==> src/rtl/trp_pkg.sv <==
// ============================================================================
// trp_pkg
// Shared widths, codes, types and helpers of the trapezoid ramp generator.
// ============================================================================
package trp_pkg;

    // Width of the stored profile speed.
    localparam int SPEED_WIDTH  = 20;

    // Field and register widths.
    localparam int DIST_W       = 22;
    localparam int CFG_SPEED_W  = 20;
    localparam int STEP_W       = 16;
    localparam int RATE_W       = 16;
    localparam int STOPD_W      = 16;
    localparam int OUT_SPEED_W  = 20;
    localparam int ZONE_W       = 2;
    localparam int CFG_IDX_W    = 3;
    localparam int CFG_DATA_W   = 20;
    localparam int IN_TDATA_W   = 24;
    localparam int OUT_TDATA_W  = 24;

    // Speed arithmetic is done one bit wider than the widest speed operand so
    // that a speed plus a step never wraps.
    localparam int CALC_W = ((SPEED_WIDTH > CFG_SPEED_W) ? SPEED_WIDTH : CFG_SPEED_W) + 1;

    // Braking test: distance * rate * 512 against speed squared.
    localparam int PROD_W    = (DIST_W - 1) + RATE_W;
    localparam int LHS_SHIFT = 9;
    localparam int LHS_W     = PROD_W + LHS_SHIFT;
    localparam int SQ_W      = 2 * SPEED_WIDTH;
    localparam int CMP_W     = (LHS_W > SQ_W) ? LHS_W : SQ_W;

    localparam logic [CALC_W-1:0] SPEED_MAX =
        {{(CALC_W - SPEED_WIDTH){1'b0}}, {SPEED_WIDTH{1'b1}}};

    // Register reset values.
    localparam logic [CFG_SPEED_W-1:0] CRUISE_SPEED_RST  = '0;
    localparam logic [STEP_W-1:0]      ACCEL_STEP_RST    = '0;
    localparam logic [STEP_W-1:0]      DECEL_STEP_RST    = '0;
    localparam logic [RATE_W-1:0]      DECEL_RATE_RST    = RATE_W'(1);
    localparam logic [CFG_SPEED_W-1:0] CREEP_SPEED_RST   = '0;
    localparam logic [STOPD_W-1:0]     STOP_DISTANCE_RST = STOPD_W'(512);

    typedef enum logic [ZONE_W-1:0] {
        ZONE_STOP   = 2'd0,
        ZONE_BRAKE  = 2'd1,
        ZONE_ACCEL  = 2'd2,
        ZONE_CRUISE = 2'd3
    } t_zone;

    typedef enum logic [CFG_IDX_W-1:0] {
        CFG_CRUISE_SPEED  = 3'd0,
        CFG_ACCEL_STEP    = 3'd1,
        CFG_DECEL_STEP    = 3'd2,
        CFG_DECEL_RATE    = 3'd3,
        CFG_CREEP_SPEED   = 3'd4,
        CFG_STOP_DISTANCE = 3'd5
    } t_cfg_idx;

    typedef struct packed {
        logic [CFG_SPEED_W-1:0] cruise_speed;
        logic [STEP_W-1:0]      accel_step;
        logic [STEP_W-1:0]      decel_step;
        logic [RATE_W-1:0]      decel_rate;
        logic [CFG_SPEED_W-1:0] creep_speed;
        logic [STOPD_W-1:0]     stop_distance;
    } t_cfg;

    // One item held in the input register, with its distance already
    // multiplied by the deceleration rate.
    typedef struct packed {
        logic signed [DIST_W-1:0] rem_dist;
        logic                     restart;
        logic [PROD_W-1:0]        dist_rate;
    } t_item;

    // Clamp a speed to the stored width.
    function automatic logic [SPEED_WIDTH-1:0] sat_speed(input logic [CALC_W-1:0] v);
        logic [SPEED_WIDTH-1:0] res;
        if (v > SPEED_MAX) begin
            res = {SPEED_WIDTH{1'b1}};
        end else begin
            res = v[SPEED_WIDTH-1:0];
        end
        return res;
    endfunction

endpackage

==> src/rtl/trapezoid_ramp_generator.sv <==
// ============================================================================
// trapezoid_ramp_generator
// Trapezoidal speed profile: one ramp step per control tick item.
// ============================================================================
// Each input item carries the signed distance still to go (Q.8 mm) and a
// restart flag; each item gives exactly one result item with the new profile
// speed (Q.8 mm/s), the zone (stop, brake, accelerate, cruise) and a done
// flag, in input order. The block takes one item per clock cycle while the
// output takes its results. The edge that accepts an item registers it
// together with distance times deceleration rate; from that register the
// stored speed is squared and compared against the product, the zone is
// picked, and the new speed is stored next to the result register at the
// edge that moves the item on. A result thus passes the input register and
// then the result register on its way to the output. That second stage,
// with its speed feedback from one item to the next, sets the cycle time.
// The input side keeps accepting while a finished result waits on the
// output, and backpressure from the output reaches the input only when
// both registers are full. Registers may be rewritten at any time the
// configuration channel is valid (it is always ready), but should only
// change while no item is in flight. There is no clearing pass after reset.
// ============================================================================
module trapezoid_ramp_generator (
    input  logic                            i_clk,
    input  logic                            i_rst_n,

    input  logic                            s_axis_tvalid,
    output logic                            s_axis_tready,
    // [21:0] remaining_distance (signed), [23:22] zero
    input  logic [trp_pkg::IN_TDATA_W-1:0]  s_axis_tdata,
    // [0] restart
    input  logic                            s_axis_tuser,

    output logic                            m_axis_tvalid,
    input  logic                            m_axis_tready,
    // [19:0] profile_speed, [21:20] zone, [22] move_done, [23] zero
    output logic [trp_pkg::OUT_TDATA_W-1:0] m_axis_tdata,

    input  logic                            i_cfg_valid,
    output logic                            o_cfg_ready,
    input  logic [trp_pkg::CFG_IDX_W-1:0]   i_cfg_index,
    input  logic [trp_pkg::CFG_DATA_W-1:0]  i_cfg_data
);
    import trp_pkg::*;

    t_cfg                   cfg;
    t_item                  item;
    logic                   item_valid;
    logic                   advance;
    logic [OUT_SPEED_W-1:0] out_speed;
    t_zone                  out_zone;
    logic                   out_done;

    // The register file accepts a write in every cycle.
    assign o_cfg_ready = 1'b1;

    trp_cfg_regs u_cfg_regs (
        .i_clk       (i_clk),
        .i_rst_n     (i_rst_n),
        .i_cfg_valid (i_cfg_valid),
        .i_cfg_index (i_cfg_index),
        .i_cfg_data  (i_cfg_data),
        .o_cfg       (cfg)
    );

    trp_in_stage u_in_stage (
        .i_clk        (i_clk),
        .i_rst_n      (i_rst_n),
        .i_valid      (s_axis_tvalid),
        .o_ready      (s_axis_tready),
        .i_dist       (s_axis_tdata[DIST_W-1:0]),
        .i_restart    (s_axis_tuser),
        .i_rate       (cfg.decel_rate),
        .i_advance    (advance),
        .o_item_valid (item_valid),
        .o_item       (item)
    );

    trp_speed_core u_speed_core (
        .i_clk        (i_clk),
        .i_rst_n      (i_rst_n),
        .i_item_valid (item_valid),
        .i_item       (item),
        .i_cfg        (cfg),
        .o_advance    (advance),
        .i_out_ready  (m_axis_tready),
        .o_out_valid  (m_axis_tvalid),
        .o_speed      (out_speed),
        .o_zone       (out_zone),
        .o_done       (out_done)
    );

    // Results are packed with the speed in the low bits.
    assign m_axis_tdata = {
        {(OUT_TDATA_W - OUT_SPEED_W - ZONE_W - 1){1'b0}},
        out_done,
        out_zone,
        out_speed
    };

endmodule

==> src/rtl/trp_cfg_regs.sv <==
// ============================================================================
// trp_cfg_regs
// Configuration register file of the trapezoid ramp generator.
// ============================================================================
module trp_cfg_regs (
    input  logic                           i_clk,
    input  logic                           i_rst_n,
    input  logic                           i_cfg_valid,
    input  logic [trp_pkg::CFG_IDX_W-1:0]  i_cfg_index,
    input  logic [trp_pkg::CFG_DATA_W-1:0] i_cfg_data,
    output trp_pkg::t_cfg                  o_cfg
);
    import trp_pkg::*;

    t_cfg r_cfg;

    always_ff @(posedge i_clk) begin
        if (!i_rst_n) begin
            r_cfg.cruise_speed  <= CRUISE_SPEED_RST;
            r_cfg.accel_step    <= ACCEL_STEP_RST;
            r_cfg.decel_step    <= DECEL_STEP_RST;
            r_cfg.decel_rate    <= DECEL_RATE_RST;
            r_cfg.creep_speed   <= CREEP_SPEED_RST;
            r_cfg.stop_distance <= STOP_DISTANCE_RST;
        end else if (i_cfg_valid) begin
            case (t_cfg_idx'(i_cfg_index))
                CFG_CRUISE_SPEED:  r_cfg.cruise_speed  <= i_cfg_data[CFG_SPEED_W-1:0];
                CFG_ACCEL_STEP:    r_cfg.accel_step    <= i_cfg_data[STEP_W-1:0];
                CFG_DECEL_STEP:    r_cfg.decel_step    <= i_cfg_data[STEP_W-1:0];
                CFG_DECEL_RATE:    r_cfg.decel_rate    <= i_cfg_data[RATE_W-1:0];
                CFG_CREEP_SPEED:   r_cfg.creep_speed   <= i_cfg_data[CFG_SPEED_W-1:0];
                CFG_STOP_DISTANCE: r_cfg.stop_distance <= i_cfg_data[STOPD_W-1:0];
                default: begin
                    // Writes to unused indexes are dropped.
                end
            endcase
        end
    end

    assign o_cfg = r_cfg;

endmodule

==> src/rtl/trp_in_stage.sv <==
// ============================================================================
// trp_in_stage
// Input register; forms distance times deceleration rate on the way in.
// ============================================================================
module trp_in_stage (
    input  logic                       i_clk,
    input  logic                       i_rst_n,
    input  logic                       i_valid,
    output logic                       o_ready,
    input  logic [trp_pkg::DIST_W-1:0] i_dist,
    input  logic                       i_restart,
    input  logic [trp_pkg::RATE_W-1:0] i_rate,
    input  logic                       i_advance,
    output logic                       o_item_valid,
    output trp_pkg::t_item             o_item
);
    import trp_pkg::*;

    logic  r_valid;
    t_item r_item;
    t_item n_item;
    logic  accept;

    assign o_ready = !r_valid || i_advance;
    assign accept  = i_valid && o_ready;

    // The product only matters when the distance is positive, so the sign
    // bit is left out of the multiply.
    always_comb begin
        n_item.rem_dist  = signed'(i_dist);
        n_item.restart   = i_restart;
        n_item.dist_rate = PROD_W'(i_dist[DIST_W-2:0]) * PROD_W'(i_rate);
    end

    always_ff @(posedge i_clk) begin
        if (!i_rst_n) begin
            r_valid <= 1'b0;
        end else if (accept) begin
            r_valid <= 1'b1;
        end else if (i_advance) begin
            r_valid <= 1'b0;
        end
    end

    always_ff @(posedge i_clk) begin
        if (accept) begin
            r_item <= n_item;
        end
    end

    assign o_item_valid = r_valid;
    assign o_item       = r_item;

endmodule

==> src/rtl/trp_speed_core.sv <==
// ============================================================================
// trp_speed_core
// Zone decision, stored profile speed and result register.
// ============================================================================
module trp_speed_core (
    input  logic                            i_clk,
    input  logic                            i_rst_n,
    input  logic                            i_item_valid,
    input  trp_pkg::t_item                  i_item,
    input  trp_pkg::t_cfg                   i_cfg,
    output logic                            o_advance,
    input  logic                            i_out_ready,
    output logic                            o_out_valid,
    output logic [trp_pkg::OUT_SPEED_W-1:0] o_speed,
    output trp_pkg::t_zone                  o_zone,
    output logic                            o_done
);
    import trp_pkg::*;

    logic [SPEED_WIDTH-1:0] r_speed;
    logic                   r_out_valid;
    logic [OUT_SPEED_W-1:0] r_out_speed;
    t_zone                  r_out_zone;
    logic                   r_out_done;

    logic [SPEED_WIDTH-1:0] cur_speed;
    logic [CALC_W-1:0]      cur_ext;
    logic signed [DIST_W:0] dist_ext;
    logic signed [DIST_W:0] stop_ext;
    logic                   stop_hit;
    logic [SQ_W-1:0]        speed_sq;
    logic [LHS_W-1:0]       brake_lhs;
    logic                   brake_hit;
    logic [CALC_W-1:0]      target_ext;
    logic [CALC_W-1:0]      creep_ext;
    logic [CALC_W-1:0]      brake_floor;
    logic [CALC_W-1:0]      accel_sum;
    logic [CALC_W-1:0]      n_calc;
    t_zone                  n_zone;
    logic [SPEED_WIDTH-1:0] n_speed;
    logic [CALC_W-1:0]      n_speed_ext;
    logic [CALC_W-1:0]      r_speed_ext;

    assign o_advance = i_item_valid && (!r_out_valid || i_out_ready);

    always_comb begin
        cur_speed   = i_item.restart ? '0 : r_speed;
        cur_ext     = CALC_W'(cur_speed);
        dist_ext    = {i_item.rem_dist[DIST_W-1], i_item.rem_dist};
        stop_ext    = signed'((DIST_W + 1)'(i_cfg.stop_distance));
        stop_hit    = dist_ext <= stop_ext;
        speed_sq    = SQ_W'(cur_speed) * SQ_W'(cur_speed);
        brake_lhs   = {i_item.dist_rate, {LHS_SHIFT{1'b0}}};
        brake_hit   = CMP_W'(brake_lhs) <= CMP_W'(speed_sq);
        target_ext  = CALC_W'(i_cfg.cruise_speed);
        creep_ext   = CALC_W'(i_cfg.creep_speed);
        brake_floor = creep_ext + CALC_W'(i_cfg.decel_step);
        accel_sum   = cur_ext + CALC_W'(i_cfg.accel_step);

        if (stop_hit) begin
            n_calc = '0;
            n_zone = ZONE_STOP;
        end else if (brake_hit) begin
            // Taking the step off would land below the creep floor.
            if (cur_ext < brake_floor) begin
                n_calc = creep_ext;
            end else begin
                n_calc = cur_ext - CALC_W'(i_cfg.decel_step);
            end
            n_zone = ZONE_BRAKE;
        end else if (cur_ext < target_ext) begin
            n_calc = (accel_sum > target_ext) ? target_ext : accel_sum;
            n_zone = ZONE_ACCEL;
        end else begin
            n_calc = target_ext;
            n_zone = ZONE_CRUISE;
        end

        n_speed     = sat_speed(n_calc);
        n_speed_ext = CALC_W'(n_speed);
        r_speed_ext = CALC_W'(r_speed);
    end

    always_ff @(posedge i_clk) begin
        if (!i_rst_n) begin
            r_speed     <= '0;
            r_out_valid <= 1'b0;
        end else begin
            if (o_advance) begin
                r_speed     <= n_speed;
                r_out_valid <= 1'b1;
            end else if (i_out_ready) begin
                r_out_valid <= 1'b0;
            end
        end
    end

    always_ff @(posedge i_clk) begin
        if (o_advance) begin
            r_out_speed <= n_speed_ext[OUT_SPEED_W-1:0];
            r_out_zone  <= n_zone;
            r_out_done  <= stop_hit;
        end
    end

    assign o_out_valid = r_out_valid;
    assign o_speed     = r_out_speed;
    assign o_zone      = r_out_zone;
    assign o_done      = r_out_done;

    a_done_is_stop: assert property (@(posedge i_clk) disable iff (!i_rst_n)
        r_out_valid |-> (r_out_done == (r_out_zone == ZONE_STOP)))
        else $error("done flag disagrees with stop zone");

    a_stop_zero: assert property (@(posedge i_clk) disable iff (!i_rst_n)
        (r_out_valid && r_out_zone == ZONE_STOP) |-> (r_out_speed == '0))
        else $error("stop zone with nonzero speed");

    a_accel_cap: assert property (@(posedge i_clk) disable iff (!i_rst_n)
        (r_out_valid && r_out_zone == ZONE_ACCEL) |-> (r_speed_ext <= target_ext))
        else $error("acceleration passed the target speed");

    a_cruise_target: assert property (@(posedge i_clk) disable iff (!i_rst_n)
        (r_out_valid && r_out_zone == ZONE_CRUISE) |-> (r_speed == sat_speed(target_ext)))
        else $error("cruise speed differs from target");

    a_state_matches_out: assert property (@(posedge i_clk) disable iff (!i_rst_n)
        o_advance |=> (r_out_speed == r_speed_ext[OUT_SPEED_W-1:0]))
        else $error("stored speed and result speed differ");

endmodule

==> config.mk <==
export PLATFORM = sky130hd
export DESIGN_NAME = trapezoid_ramp_generator
export DESIGN_NICKNAME = d
export VERILOG_FILES = /design/src/rtl/trp_pkg.sv /design/src/rtl/trapezoid_ramp_generator.sv /design/src/rtl/trp_cfg_regs.sv /design/src/rtl/trp_in_stage.sv /design/src/rtl/trp_speed_core.sv
export SDC_FILE = /design/constraint.sdc
export NUM_CORES = 2
export LEC_CHECK = 0
export BUFFER_PORTS_ARGS = -buffer_cell sky130_fd_sc_hd__buf_4
export CAP_MARGIN = 15
export CORE_MARGIN = 4
export CORE_UTILIZATION = 25
export DETAILED_ROUTE_END_ITERATION = 10
export PLACE_DENSITY = 0.38
export SYNTH_ARGS = -nofsm -noshare
export SYNTH_HDL_FRONTEND = slang
export SYNTH_SLANG_ARGS = --single-unit
==> constraint.sdc <==
create_clock -name i_clk -period 10.37 [get_ports i_clk]
set_input_delay 2.074 -clock i_clk [delete_from_list [all_inputs] [get_ports i_clk]]
set_output_delay 2.074 -clock i_clk [all_outputs]
set_load 0.005 [all_outputs]
# Word level (Yosys, flattened, before mapping)

Index checks and enable logic that the tools add are counted.

$add $sub $neg: 3
$lt $le $gt $ge: 6
Multiplexer cells: 13
$mul: 2
Equal/unequal tests: 5
Reductions and logical operators: 16

Operator list:

| cell                   | number |
|---|---|
| $mux W21               | 5 |
| $le A46 B40 Y1         | 1 |
| $add A20 B16 Y21       | 2 |
| $mul A20 B20 Y40       | 1 |
| $mux W20               | 2 |
| $mul A21 B16 Y37       | 1 |
| $le A22 B17 Y1         | 1 |
| $gt A21 B20 Y1         | 1 |
| $gt A21 B20 Y1 const B | 1 |
| $lt A20 B21 Y1         | 1 |
| $sub A20 B16 Y21       | 1 |
| $lt A20 B20 Y1         | 1 |
| $reduce_and A2 Y1      | 6 |
| $eq A3 B2 Y1 const B   | 2 |
| $eq A3 B3 Y1 const B   | 2 |
| $mux W1                | 6 |
| $reduce_bool A2 Y1     | 2 |
| $eq A3 B1 Y1 const B   | 1 |
| $logic_not A3 Y1       | 1 |
| $logic_and A1 B1 Y1    | 2 |
| $logic_not A1 Y1       | 2 |
| $logic_or A1 B1 Y1     | 2 |
| $reduce_or A2 Y1       | 1 |

Output and inout bits: 27
Register bits after elaboration: 209
Bits of input ports: 53

# Longest topological paths before layout

Word-level depth: 9
Mapped depth: 43
Gate-level depth less buffers: 39

# Modules after synthesis

Synthesis repeated with hierarchy kept, for this count alone.

Cells, all modules: 3971
Area, all modules: 35997.0 um^2

Modules (own cells, without submodules):

| module                   | instances | area each (um^2) | seq. area each (um^2) | cells each |
|---|---|---|---|---|
| trp_speed_core           | 1         | 19332.3          | 1111.1                | 2258 |
| trp_in_stage             | 1         | 12809.8          | 1821.7                | 1342 |
| trp_cfg_regs             | 1         | 3824.9           | 2082.0                | 366 |
| trapezoid_ramp_generator | 1         | 30.0             | 0.0                   | 5 |

# Worst setup path after synthesis

OpenSTA, ideal clock, no wires.

Path kind: flip-flop to flip-flop
Start: reg u_in_stage.r_item (netlist bit u_in_stage.o_item[37])
End: reg u_speed_core.r_out_speed[15], in the netlist u_speed_core.o_speed[15] (data pin)
Library setup time: 0.255 ns
Required time: 10.115 ns
Arrival time: 9.318 ns
Setup slack: 0.797 ns
Path buffers: 5
Stages on the path, launching flop included: 40
Cells stage by stage: edfxtp_1 -> buf_4 -> buf_2 -> inv_1 -> nand2_1 -> inv_1 -> clkbuf_1 -> clkbuf_1 -> nand2_1 -> fa_1 -> fa_1 -> inv_1 -> fa_1 -> fa_1 -> fa_1 -> fa_1 -> inv_1 -> fa_1 -> [4 not listed] -> a21oi_1 -> nand3b_1 -> o31ai_1 -> a21oi_1 -> or4_1 -> a31o_1 -> a21oi_1 -> xor2_1 -> ha_1 -> nand3_1 -> nor4_1 -> nand4_1 -> a31o_1 -> a21oi_2 -> buf_2 -> o21ai_1 -> a21o_1 -> and3_1

Longest elaborated chain between the ends: 9
Elaborated cells between the ends (all ways): 15
Those cells by class: 2 x add/sub; 1 x mul; 5 x order compare; 7 x mux

Ends and longest elaborated chain:

| item                                                                   | RTL line              | text |
|---|---|---|
| start, declared                                                        | trp_in_stage.sv:20    | `t_item r_item;` |
| start signal, assigned                                                 | trp_in_stage.sv:47    | `r_item <= n_item;` |
| $mux W20 (*)                                                           | trp_speed_core.sv:47  | `cur_speed = i_item.restart ? '0 : r_speed;` |
| parallel branches: the longest is 4 deep, another holds $le A46 B40 Y1 | n/a                   |  |
| $mux W21 (*)                                                           | trp_speed_core.sv:63  | `end else if (brake_hit) begin` |
| $mux W21 (*)                                                           | trp_speed_core.sv:60  | `if (stop_hit) begin` |
| $gt A21 B20 Y1                                                         | trp_pkg.sv:81         | `if (v > SPEED_MAX) begin` |
| $mux W20 (*)                                                           | trp_pkg.sv:81         |  |
| named net u_speed_core.n_speed[15]                                     | trp_speed_core.sv:40  | `logic [SPEED_WIDTH-1:0] n_speed;` |
| end signal, assigned                                                   | trp_speed_core.sv:100 | `r_out_speed <= n_speed_ext[OUT_SPEED_W-1:0];` |
| end, declared                                                          | trp_speed_core.sv:22  | `logic [OUT_SPEED_W-1:0] r_out_speed;` |

Mark *: on every way through the listed nets, which the timed path passes.
A chain may end at the register's enable or synchronous reset.

# Worst setup path after layout

Start: reg u_in_stage.r_item (netlist bit u_in_stage.o_item[37])
End: reg u_speed_core.r_out_speed[13], in the netlist u_speed_core.o_speed[13] (data pin)

The elaborated chain is that of the path after synthesis.

==> flow_metrics.tcl <==
set metrics [dict create \
    status "complete, no violations" \
    peakVddDrop_v 0.000108 \
    cts.htree.levels 1 \
    first_pass_iters 6 \
    core_um2 140000 \
    ios 80 \
    clk_root_buffer_cell "clkbuf_16" \
    relSlewSlack 0.215 \
    cp-start-kind "flip-flop" \
    hold_ws_ns 0.465 \
    maxCapViolations 0 \
    final_area_um2 39600 \
    critPathBufInv 12 \
    pwr-share-comb 0.325 \
    antenna_found_initial 3 \
    critical_path.most_common_cell "fa_1" \
    worst_slew_pin_slew_ns 1.18 \
    port_buffers 75 \
    crit_type "reg -> reg" \
    hold_class "reg -> reg" \
    fin_crit_sh 0.956 \
    utilization 0.284 \
    cp.arrival_ns 10.16 \
    netlist_instances 3940 \
    required_ns 10.62 \
    ys_ff_latch 209 \
    grt_max_degree 69 \
    fin_ws_ns 0.460 \
    pre_cts_slack_ns -0.321 \
    finalMaxSlewViolations 0 \
    syn_area_per_cell_um2 8.93 \
    vias 26468 \
    crit_slowest_cell "fa_1" \
    cts_tree "yes" \
    drt_iter0_drc 1376 \
    clk_latency_ns 0.57 \
    grt_pass1_vias 28586 \
    viasPerCell 4.47 \
    hold_viol 0 \
    grt_usage 0.157 \
    skew_ns 0.0193 \
    synth.net_count 4926 \
    finalSetupViolations 0 \
    die_w_um 383 \
    critPathCaptureType "flip-flop" \
    power_density_nw_per_um2 72.9 \
    clock_power_share 0.346 \
    wl_per_cell_um 19.1 \
    gp_congestion 0.823 \
    drc 0 \
    postPlaceCellArea_um2 38500 \
    synthFlopType "dfxtp_1" \
    hpwl_mm 92.9 \
    pwr-share-seq 0.329 \
    synth-edff-count 83 \
    p_int_mw 1.86 \
    n_antenna_cell 0 \
    nets 5003 \
    cts_setup_buffers 0 \
    final_common_cell "inv_1" \
    p_sw_mw 1.03 \
    netlist_area_um2 35200 \
    numCtsBuffers 28 \
    ys_types 98 \
    area_growth_pct 12.6 \
    fin_crit_ns 9.91 \
    die_h_um 383 \
    routed_wl_mm 113 \
    sw_frac_of_total 0.357 \
    ant_nets 0 \
    grt_overflow 0 \
    cpPeakStageDelay_ns 0.57 \
    postSynth.asyncResetShare 0 \
    clk_pin_slew_worst_paths_ns 0.06 \
    start_util 0.252 \
    grt_pass1_wl_mm 177 \
    num_rows 137 \
    ys_seq_area_frac 0.142 \
    final_cell_mix "687 x inv_1, 626 x nand2_1, 543 x fa_1" \
    finalSetupTns_ns 0 \
    crit_fanout 10 \
    p_leak_nw 18.9 \
    crit_family "adder cells" \
    dieArea_um2 147000 \
    drive_above_1_share 0.0805 \
    clk_path_buf_depth 3 \
    fmax_mhz 101 \
    cts.sinks 209 \
    ys_warn_count 0 \
]
path summary, 6_finish.rpt:
check,from,to,slack [ns],depth (start not counted)
setup / recovery,u_in_stage.o_item[37],u_speed_core.o_speed[13],0.46,41
hold / removal,u_cfg_regs.o_cfg[2],u_cfg_regs.o_cfg[2],0.46,2
hold reg to reg,u_cfg_regs.o_cfg[2],u_cfg_regs.o_cfg[2],0.46,2
setup reg to reg,u_in_stage.o_item[37],u_speed_core.o_speed[13],0.46,41
power groups by stage:
stage | Sequential, mW | Combinational, mW | Clock, mW
after floorplan | 0.946 | 0.605 | 0
after global placement | 0.970 | 0.942 | 0
after detailed placement | 0.969 | 0.943 | 0
after CTS | 0.952 | 0.952 | 1.04
after global routing | 0.956 | 1.06 | 1.07
final | 0.951 | 0.939 | 1.00
kinds of logic (layout without fill, tap and decap cells):
logic type,after synthesis,count (layout),synth area share
and+or+nand+nor,1160,1160,0.153
other,2,2,0.000213
muxes,34,34,0.00988
xor gates and xnor gates,135,135,0.0336
adders and majority gates,940,940,0.450
buffers and inverters,855,954,0.0932
DFF,209,209,0.142
AOI/OAI and AO/OA,605,605,0.118
cell type report:
cell class              count  area [um^2]
clock buffers              31          743
well taps                1876         2350
multi-input cells        2876        27100
fillers                 15089       100000
inverters                 695         2610
repair buffers            207         1610
flip-flops and latches    209         5010
clock inverters            21          203
layer usage:
layer  wire (um)  up-vias  part of all wire  GRT usage
met5           0        -                 0          0
met4        2140        0             0.019     0.0259
li1            -    12772                 -          -
met2       54200      342              0.48      0.271
met1       54000    13257              0.48      0.217
met3        2940       97             0.026     0.0127
worst reg2reg max path: cells and delay by family, from the launching register on:
family	cells	cell delay (ns)
AOI/OAI and AO/OA	10	1.87
xor gates and xnor gates	1	0.09
adders and majority gates	9	3.89
buffers and inverters	12	1.64
DFF	1	0.40
and+or+nand+nor	9	1.72
metrics by stage:
| step | total power [mW] | std cells |
|---|---|---|
| after CTS | 2.95 | 5914 |
| after floorplan | 1.55 | 3940 |
| after detailed placement | 1.91 | 5862 |
| after global placement | 1.91 | 5862 |
| final | 2.89 | 5915 |
| after global routing | 3.08 | 5915 |
timing repair:
| action | CTS | global route |
|---|---|---|
| pin swaps | 0 | 6 |
| hold buffers | 0 | 0 |
| gates resized for setup | 7 | 29 |
| gates cloned | 0 | 1 |
| setup endpoints to repair | 6 | 42 |
Yosys cell counts (all sizes together), types with 9 or more instances:
cell | instances | area, um^2
edfxtp | 83 | 2490
o31ai | 9 | 72.6
o211ai | 17 | 128
or2 | 12 | 75.1
xor2 | 43 | 377
nand2 | 627 | 2350
o21a | 20 | 150
nor2 | 115 | 432
buf | 25 | 164
o22ai | 14 | 87.6
nand3 | 41 | 205
clkbuf | 135 | 507
o21bai | 15 | 116
and2 | 191 | 1190
nand4 | 25 | 156
a31oi | 17 | 113
nor3 | 24 | 120
nor2b | 33 | 206
a21oi | 128 | 644
inv | 691 | 2590
o21ai | 89 | 445
a21o | 81 | 608
a21boi | 107 | 803
ha | 390 | 4880
and3 | 26 | 163
nand2b | 24 | 158
a211oi | 16 | 125
o21ba | 9 | 90.1
a31o | 9 | 78.8
nor4 | 11 | 68.8
xnor2 | 92 | 806
dfxtp | 126 | 2520
fa | 543 | 10900
mux2i | 28 | 280
state kept, by name, summed over array words and instances (netlist names):
name,flops
u_cfg_regs.o_cfg,104
u_in_stage.o_item,60
u_speed_core.o_speed,20
u_speed_core.r_speed,20
u_speed_core.o_zone,2
u_in_stage.o_item_valid,1
u_speed_core.o_done,1
u_speed_core.o_out_valid,1
No activity file was read; power rests on OpenSTA's default activity.
